==> config.mk <==
export PLATFORM = sky130hd
export DESIGN_NAME = binary_neighbour_surround_filter
export DESIGN_NICKNAME = d
export VERILOG_FILES = /design/src/rtl/bnsf_pkg.sv /design/src/rtl/bnsf_judge.sv /design/src/rtl/binary_neighbour_surround_filter.sv
export SDC_FILE = /design/constraint.sdc
export NUM_CORES = 1
export LEC_CHECK = 0
export BUFFER_PORTS_ARGS = -buffer_cell sky130_fd_sc_hd__clkbuf_2
export CAP_MARGIN = 20
export CORE_MARGIN = 4
export CORE_UTILIZATION = 29
export CTS_CLUSTER_SIZE = 20
export DETAILED_ROUTE_END_ITERATION = 10
export REMOVE_ABC_BUFFERS = 1
export SLEW_MARGIN = 20
export SYNTH_ARGS = -nofsm -noshare
export SYNTH_HDL_FRONTEND = slang
export SYNTH_SLANG_ARGS = --single-unit
==> constraint.sdc <==
create_clock -name clk -period 4.35 [get_ports clk]
set_input_delay 1.305 -clock clk [delete_from_list [all_inputs] [get_ports clk]]
set_output_delay 1.305 -clock clk [all_outputs]
set_load 0.02 [all_outputs]
==> src/rtl/bnsf_pkg.sv <==
package bnsf_pkg;

  localparam int MAX_COLS_DEF = 64;
  localparam int MAX_ROWS_DEF = 64;

  localparam int CFG_W    = 7;
  localparam int DATA_W   = 32;
  localparam int ADDR_W   = 3;
  localparam int POS_W    = 6;
  localparam int COUNT_W  = 4;

  localparam logic [CFG_W-1:0] ROWS_RESET = 7'd64;
  localparam logic [CFG_W-1:0] COLS_RESET = 7'd64;

  localparam logic REG_ROWS = 1'b0;
  localparam logic REG_COLS = 1'b1;

  localparam logic [COUNT_W-1:0] NEED_CORNER = 4'd2;
  localparam logic [COUNT_W-1:0] NEED_BORDER = 4'd4;
  localparam logic [COUNT_W-1:0] NEED_INNER  = 4'd6;

  // which neighbors of the output pixel lie inside the frame
  typedef struct packed {
    logic top_ok;
    logic bot_ok;
    logic lft_ok;
    logic rgt_ok;
  } edge_t;

  // one window column: bit 0 row above, bit 1 center row, bit 2 row below
  typedef logic [2:0] wcol_t;

endpackage

==> src/rtl/bnsf_judge.sv <==
module bnsf_judge (
  input  bnsf_pkg::wcol_t lft,
  input  bnsf_pkg::wcol_t mid,
  input  bnsf_pkg::wcol_t rgt,
  input  bnsf_pkg::edge_t edges,
  output logic            hit
);

  logic [7:0]                   nbr;
  logic [bnsf_pkg::COUNT_W-1:0] count;
  logic [bnsf_pkg::COUNT_W-1:0] need;
  logic                         edge_r;
  logic                         edge_c;

  always_comb begin
    nbr[0] = lft[0] & edges.lft_ok & edges.top_ok;
    nbr[1] = lft[1] & edges.lft_ok;
    nbr[2] = lft[2] & edges.lft_ok & edges.bot_ok;
    nbr[3] = mid[0] & edges.top_ok;
    nbr[4] = mid[2] & edges.bot_ok;
    nbr[5] = rgt[0] & edges.rgt_ok & edges.top_ok;
    nbr[6] = rgt[1] & edges.rgt_ok;
    nbr[7] = rgt[2] & edges.rgt_ok & edges.bot_ok;
    count = '0;
    for (int i = 0; i < 8; i++) begin
      count = count + bnsf_pkg::COUNT_W'(nbr[i]);
    end
    edge_r = !edges.top_ok || !edges.bot_ok;
    edge_c = !edges.lft_ok || !edges.rgt_ok;
    if (edge_r && edge_c) begin
      need = bnsf_pkg::NEED_CORNER;
    end else if (edge_r || edge_c) begin
      need = bnsf_pkg::NEED_BORDER;
    end else begin
      need = bnsf_pkg::NEED_INNER;
    end
    hit = (count >= need);
  end

endmodule

==> src/rtl/binary_neighbour_surround_filter.sv <==
// Binary neighbor surround filter.
// Input channel (in_valid/in_stall): one binary pixel per item, raster order,
// frame size from the frame_rows/frame_cols registers (0 acts as 1, values
// above the maximum are clamped). An item with drain set carries no pixel; it
// only pushes out pending results once the whole frame is in.
// Output channel (out_valid/out_stall): one result per pixel in raster order
// with its row/column and frame_last on the frame's final pixel. A result is
// due when the pixel diagonally below-right of it arrives, i.e. frame_cols+1
// pixels later; the last frame_cols+1 results need one drain item each.
// A result enters the read stage when the item that triggers it is accepted,
// then the output register. Throughput: one item per cycle while in_stall is
// low; the line store is a single column-wide memory read once per item and
// written once per pixel. Reset or a register write restarts the frame. When the
// receiver stalls, the result holds in the output register and one more result
// waits in the read stage; after that in_stall rises until the output is taken.
module binary_neighbour_surround_filter #(
  parameter int MAX_COLS = bnsf_pkg::MAX_COLS_DEF,
  parameter int MAX_ROWS = bnsf_pkg::MAX_ROWS_DEF
) (
  input  logic                          clk,
  input  logic                          rst,
  input  logic                          in_valid,
  output logic                          in_stall,
  input  logic                          pixel,
  input  logic                          drain,
  output logic                          out_valid,
  input  logic                          out_stall,
  output logic                          surrounded,
  output logic [bnsf_pkg::POS_W-1:0]    out_row,
  output logic [bnsf_pkg::POS_W-1:0]    out_col,
  output logic                          frame_last,
  input  logic                          psel,
  input  logic                          penable,
  input  logic                          pwrite,
  input  logic [bnsf_pkg::ADDR_W-1:0]   paddr,
  input  logic [bnsf_pkg::DATA_W-1:0]   pwdata,
  output logic [bnsf_pkg::DATA_W-1:0]   prdata,
  output logic                          pready
);

  localparam int AW   = $clog2(MAX_COLS);
  localparam int RW   = $clog2(MAX_ROWS);
  localparam int CCW  = $clog2(MAX_COLS + 1);
  localparam int RCW  = $clog2(MAX_ROWS + 1);
  localparam int PW   = CCW + 1;
  localparam int ECW  = (CCW > bnsf_pkg::CFG_W) ? CCW : bnsf_pkg::CFG_W;
  localparam int ERW  = (RCW > bnsf_pkg::CFG_W) ? RCW : bnsf_pkg::CFG_W;

  // configuration
  logic [bnsf_pkg::CFG_W-1:0] frame_rows;
  logic [bnsf_pkg::CFG_W-1:0] frame_cols;
  logic                       cfg_we;
  logic [ERW-1:0]             rows_wide;
  logic [ECW-1:0]             cols_wide;
  logic [RCW-1:0]             rows_eff;
  logic [CCW-1:0]             cols_eff;

  // counters
  logic [RCW-1:0] in_row;
  logic [AW-1:0]  in_col;
  logic [RW-1:0]  out_rcnt;
  logic [AW-1:0]  out_ccnt;
  logic [PW-1:0]  pending;

  // line store ring: one bit per row slot (row mod 4)
  logic [3:0]     ring [MAX_COLS];
  logic [3:0]     rd_entry;
  logic [AW-1:0]  rd_addr;
  logic           fwd_hit;
  logic [1:0]     fwd_slot;
  logic           fwd_bit;
  logic [1:0]     boot;

  // read stage
  logic                  s1_valid;
  logic                  s1_first;
  logic                  s1_last;
  logic [1:0]            s1_base;
  bnsf_pkg::edge_t       s1_edges;
  logic [bnsf_pkg::POS_W-1:0] s1_row;
  logic [bnsf_pkg::POS_W-1:0] s1_col;
  bnsf_pkg::wcol_t       cur;
  bnsf_pkg::wcol_t       prev;

  logic            accept;
  logic            s1_move;
  logic            in_done;
  logic            is_pix;
  logic            emit;
  logic            at_last;
  logic            row_end;
  logic            in_row_end;
  bnsf_pkg::edge_t edges_now;
  logic [1:0]      base_now;
  logic [3:0]      entry_fix;
  bnsf_pkg::wcol_t nxt;
  bnsf_pkg::wcol_t cur_use;
  logic            hit;

  assign pready = 1'b1;
  assign cfg_we = psel & penable & pwrite;

  always_comb begin
    unique case (paddr[2])
      bnsf_pkg::REG_ROWS: prdata = bnsf_pkg::DATA_W'(frame_rows);
      bnsf_pkg::REG_COLS: prdata = bnsf_pkg::DATA_W'(frame_cols);
      default:            prdata = '0;
    endcase
  end

  always_comb begin
    rows_wide = ERW'(frame_rows);
    cols_wide = ECW'(frame_cols);
    if (frame_rows == '0) begin
      rows_eff = RCW'(1);
    end else if (rows_wide > ERW'(MAX_ROWS)) begin
      rows_eff = RCW'(MAX_ROWS);
    end else begin
      rows_eff = RCW'(rows_wide);
    end
    if (frame_cols == '0) begin
      cols_eff = CCW'(1);
    end else if (cols_wide > ECW'(MAX_COLS)) begin
      cols_eff = CCW'(MAX_COLS);
    end else begin
      cols_eff = CCW'(cols_wide);
    end
  end

  assign s1_move  = !out_valid || !out_stall;
  assign in_stall = s1_valid && !s1_move;
  assign accept   = in_valid && !in_stall;

  always_comb begin
    in_done    = (in_row >= rows_eff);
    is_pix     = !in_done && !drain;
    emit       = in_done || (is_pix && ((pending + PW'(1)) >= (PW'(cols_eff) + PW'(2))));
    row_end    = (CCW'(out_ccnt) == cols_eff - CCW'(1));
    in_row_end = (CCW'(in_col) + CCW'(1) == cols_eff);
    at_last    = (RCW'(out_rcnt) == rows_eff - RCW'(1)) && row_end;
    edges_now.top_ok = (out_rcnt != '0);
    edges_now.bot_ok = (RCW'(out_rcnt) != rows_eff - RCW'(1));
    edges_now.lft_ok = (out_ccnt != '0);
    edges_now.rgt_ok = !row_end;
    // at a row end fetch column 0 of the next output row instead
    if (row_end) begin
      rd_addr  = '0;
      base_now = 2'(out_rcnt);
    end else begin
      rd_addr  = out_ccnt + AW'(1);
      base_now = 2'(out_rcnt) - 2'd1;
    end
  end

  always_ff @(posedge clk) begin
    if (rst) begin
      frame_rows <= bnsf_pkg::ROWS_RESET;
      frame_cols <= bnsf_pkg::COLS_RESET;
      in_row     <= '0;
      in_col     <= '0;
      out_rcnt   <= '0;
      out_ccnt   <= '0;
      pending    <= '0;
    end else if (cfg_we) begin
      if (paddr[2] == bnsf_pkg::REG_ROWS) begin
        frame_rows <= pwdata[bnsf_pkg::CFG_W-1:0];
      end else begin
        frame_cols <= pwdata[bnsf_pkg::CFG_W-1:0];
      end
      in_row   <= '0;
      in_col   <= '0;
      out_rcnt <= '0;
      out_ccnt <= '0;
      pending  <= '0;
    end else if (accept) begin
      if (emit && at_last) begin
        in_row   <= '0;
        in_col   <= '0;
        out_rcnt <= '0;
        out_ccnt <= '0;
        pending  <= '0;
      end else begin
        if (is_pix) begin
          if (in_row_end) begin
            in_col <= '0;
            in_row <= in_row + RCW'(1);
          end else begin
            in_col <= in_col + AW'(1);
          end
        end
        if (emit) begin
          if (row_end) begin
            out_ccnt <= '0;
            out_rcnt <= out_rcnt + RW'(1);
          end else begin
            out_ccnt <= out_ccnt + AW'(1);
          end
        end
        pending <= pending + PW'(is_pix) - PW'(emit);
      end
    end
  end

  always_ff @(posedge clk) begin
    if (accept && is_pix) begin
      ring[in_col][in_row[1:0]] <= pixel;
    end
    if (accept) begin
      rd_entry <= ring[rd_addr];
      fwd_hit  <= is_pix && (in_col == rd_addr);
      fwd_slot <= in_row[1:0];
      fwd_bit  <= pixel;
    end
    if (accept && is_pix && in_col == '0 && in_row == RCW'(0)) begin
      boot[0] <= pixel;
    end
    if (accept && is_pix && in_col == '0 && in_row == RCW'(1)) begin
      boot[1] <= pixel;
    end
  end

  always_ff @(posedge clk) begin
    if (rst) begin
      s1_valid <= 1'b0;
    end else if (accept) begin
      s1_valid <= emit;
    end else if (s1_move) begin
      s1_valid <= 1'b0;
    end
  end

  always_ff @(posedge clk) begin
    if (accept) begin
      s1_first <= (out_rcnt == '0) && (out_ccnt == '0);
      s1_last  <= at_last;
      s1_base  <= base_now;
      s1_edges <= edges_now;
      s1_row   <= bnsf_pkg::POS_W'(out_rcnt);
      s1_col   <= bnsf_pkg::POS_W'(out_ccnt);
    end
  end

  always_comb begin
    entry_fix = rd_entry;
    if (fwd_hit) begin
      entry_fix[fwd_slot] = fwd_bit;
    end
    nxt[0]  = entry_fix[s1_base];
    nxt[1]  = entry_fix[s1_base + 2'd1];
    nxt[2]  = entry_fix[s1_base + 2'd2];
    cur_use = s1_first ? {boot[1], boot[0], 1'b0} : cur;
  end

  bnsf_judge u_judge (
    .lft   (prev),
    .mid   (cur_use),
    .rgt   (nxt),
    .edges (s1_edges),
    .hit   (hit)
  );

  always_ff @(posedge clk) begin
    if (s1_valid && s1_move) begin
      prev <= cur_use;
      cur  <= nxt;
    end
  end

  always_ff @(posedge clk) begin
    if (rst) begin
      out_valid <= 1'b0;
    end else if (s1_move) begin
      out_valid <= s1_valid;
    end
  end

  always_ff @(posedge clk) begin
    if (s1_valid && s1_move) begin
      surrounded <= hit;
      out_row    <= s1_row;
      out_col    <= s1_col;
      frame_last <= s1_last;
    end
  end

endmodule

==> results.toml <==
[run_status]
run_status = "complete, no violations"

[placement]
placed_area_um2 = 19400
dpl_worst_slack_ns = 0.00597
gp_congestion = 0.871
dpl.cell_count = 2504
io_buffers = 39
dp_hpwl_um = 32200

[cells_and_area]
mostFrequentLayoutCells = "329 x nor2_1, 306 x edfxtp_1, 145 x nand2_1"
antenna_cells = 0
nets = 1806
final_area_um2 = 20600
layoutNonFillerInstCount = 2572
area_delta_synth_final_pct = 14.5
drive_gt1_share_pct = 14.7
final_common_cell = "nor2_1"

[cts]
cts_inserted_buffers = 40
path_clk_slew_ns = 0.06
postCtsSetupBuffers = 0
cts.sinks = 355
cts_tree = "built"
cts_buffer_depth = 3
hold_buffers = 0
root_buffer = "clkbuf_16"
cts-htree-levels = 2
clock_latency_ns = 0.56

[timing]
setup_viol = 0
clock.fmax_mhz = 238
worst_pin_slew_ns = 1.12
clock_skew_ns = 0.0166
rsz0062_at_grt = "true"
setup_slack_ns = 0.154
slew-limit-headroom_pct = 25.3
post-route-min-period_ns = 4.20
post-route-period-util_pct = 96.5
slew_viol_final = 0
final-hold-violation-count = 0

[floorplan]
initial_core_util_pct = 29.3
rows = 91
core_um2 = 61600
fp.dieH_um = 257
die_w_um = 257
die_area_um2 = 66200
pin_count = 93

[setup_path]
setup.worst_path.end = "rd_entry[0]"
crit_required_ns = 4.66
r2r_end = "rd_entry[0]"
slowest_delay_ns = 0.61
critPathMaxFanout = 12
rr_startpoint = "cols_wide[3]"
startpoint_type = "flop"
worst-r2r-cell-count = 14
end_kind = "flop"
cp_data_arrival_time_ns = 4.51
crit_type = "flop to flop"
crit_start = "cols_wide[3]"
path_common_cell = "a21o_1"
path_cells = "nor3_1 > a22o_1 > inv_1 > ha_1 > xor2_1 > a21o_1 > a32oi_1 > a21o_1 > nor2_2 > inv_2 > nand2_1 > o32ai_1 > a311oi_2 > buf_4"
reg2reg_slack_ns = 0.15
crit_slowest_cell = "o32ai_1"

[drt]
ant_nets = 0
dr.pass1.iters = 5
drt-total-wl_um = 49900
first_iter_violations = 1265
vias_per_cell = 5.11
wl_per_cell_um = 19.4
drc_errors = 0
vias = 13100

[min_path]
hold_depth = 0
hp-class = "flop to flop"

[logic_synthesis]
syn_area_um2 = 18000
ys.flop_type = "edfxtp_1"
ys_seq_area_share_pct = 56.4
ys_ff_latch = 355
synth_cell_types = 86
async_reset_ff_share_pct = 0
yosysWarnings = 0
avgSynthCellArea_um2 = 10.9
synth_edf_count = 306
postSynthCellCount = 1658

[global_route]
antenna_found_initial = 0
gr-total-overflow = 0
grt_pass1_wl_um = 76400
grt_usage_pct = 14.6
grt_max_degree = 96
grt_pass1_vias = 13000

[power]
p_leak_nw = 6.76
power_density_nw_per_um2 = 372
ir_worst_vdd_v = 0.000210

[job]
maxCapViolations = 0
==> cells by family after synthesis <==
family,Yosys count,share of synthesized area [%]
other,2,0.0417
AND/OR/NAND/NOR,631,15.4
flip-flops,355,56.4
adder cells (fa/ha/maj),53,3.89
AO/OA/AOI/OAI,287,10.7
XOR/XNOR,55,2.67
buffers and inverters,180,4.54
multiplexers,95,6.38
==> layer usage <==
layer	vias to the layer above	wire length (µm)	GRT usage [%]
li1	5994	-	-
met4	0	1770	5.56
met5	-	0	0
met2	499	23000	23.9
met1	6538	21400	19.5
met3	102	3690	2.62
==> worst min-delay path by stage <==
| stage | startpoint | end | slack, ns |
|---|---|---|---|
| final | s1_col[1] | out_col[1] | 0.42 |
| after global routing | s1_row[5] | out_row[5] | 0.42 |
| after CTS | s1_col[1] | out_col[1] | 0.42 |
| after detailed placement | s1_row[1] | out_row[1] | 0.40 |
| after global placement | s1_row[2] | out_row[2] | 0.41 |
| after floorplan | s1_last | frame_last | 0.40 |
==> worst max-delay path: cells and delay by family, from the launching register on <==
kind / cells / cell delay [ns]
AO/OA/AOI/OAI: 6 / 1.85
AND/OR/NAND/NOR: 3 / 0.82
buffers and inverters: 3 / 0.55
flip-flops: 1 / 0.30
adder cells (fa/ha/maj): 1 / 0.28
XOR/XNOR: 1 / 0.16
==> stage by stage <==
stage / hold slack (ns) / util, % / total power, mW / TNS, ns
floorplan: 0.400 / - / 4.32 / -47.13
global placement: 0.407 / 31.5 / 4.58 / 0
detailed placement: 0.405 / 31.5 / 4.59 / 0
CTS: 0.421 / 33.5 / 7.74 / 0
global route: 0.425 / 33.5 / 7.97 / -0.0182
finish: 0.419 / 33.5 / 7.68 / 0
==> repair_timing <==
action,CTS,global route
endpoints found under the setup margin,0,4
gates resized for setup,0,12
hold endpoints to repair,0,0
==> area by class of cell <==
class                      instances  area [µm²]
fill                            6133       40900
sequential                       355       10200
multi-input combinational       1148        7220
clock buffer                      54        1120
tap                              837        1050
timing repair buffer             120         860
inverter                          44         165
clock inverter                    14        67.6
==> power by group <==
group	switching [mW]	internal, mW	total, mW	leakage (nW)
clock network	1.34	1.79	3.13	0.568
logic	0.470	0.296	0.765	3.02
registers	0.0423	3.74	3.78	3.17
total	1.86	5.82	7.68	6.76
==> cells in the mapped netlist, drive strengths merged (13+ instances only) <==
cell type,instances,area [µm²]
ha,48,601
dfxtp,49,981
clkbuf,76,285
nand2,149,559
o211ai,15,126
nand3,34,170
a31oi,17,106
nor3,20,105
inv,42,158
a21oi,85,444
mux2i,52,521
xnor2,40,350
nor2,331,1240
xor2,15,131
edfxtp,306,9190
buf,60,368
a211oi,15,113
o21ai,53,269
mux2,30,338
mux4,13,293
and3,14,92.6
==> flip-flops by register name, indices dropped and copies added (netlist names), 7 cells and up <==
name / count
ring: 256
frame_rows: 7
pending: 8
in_row: 7
cols_wide: 7
Note: power is estimated with default switching activity, not from simulation.
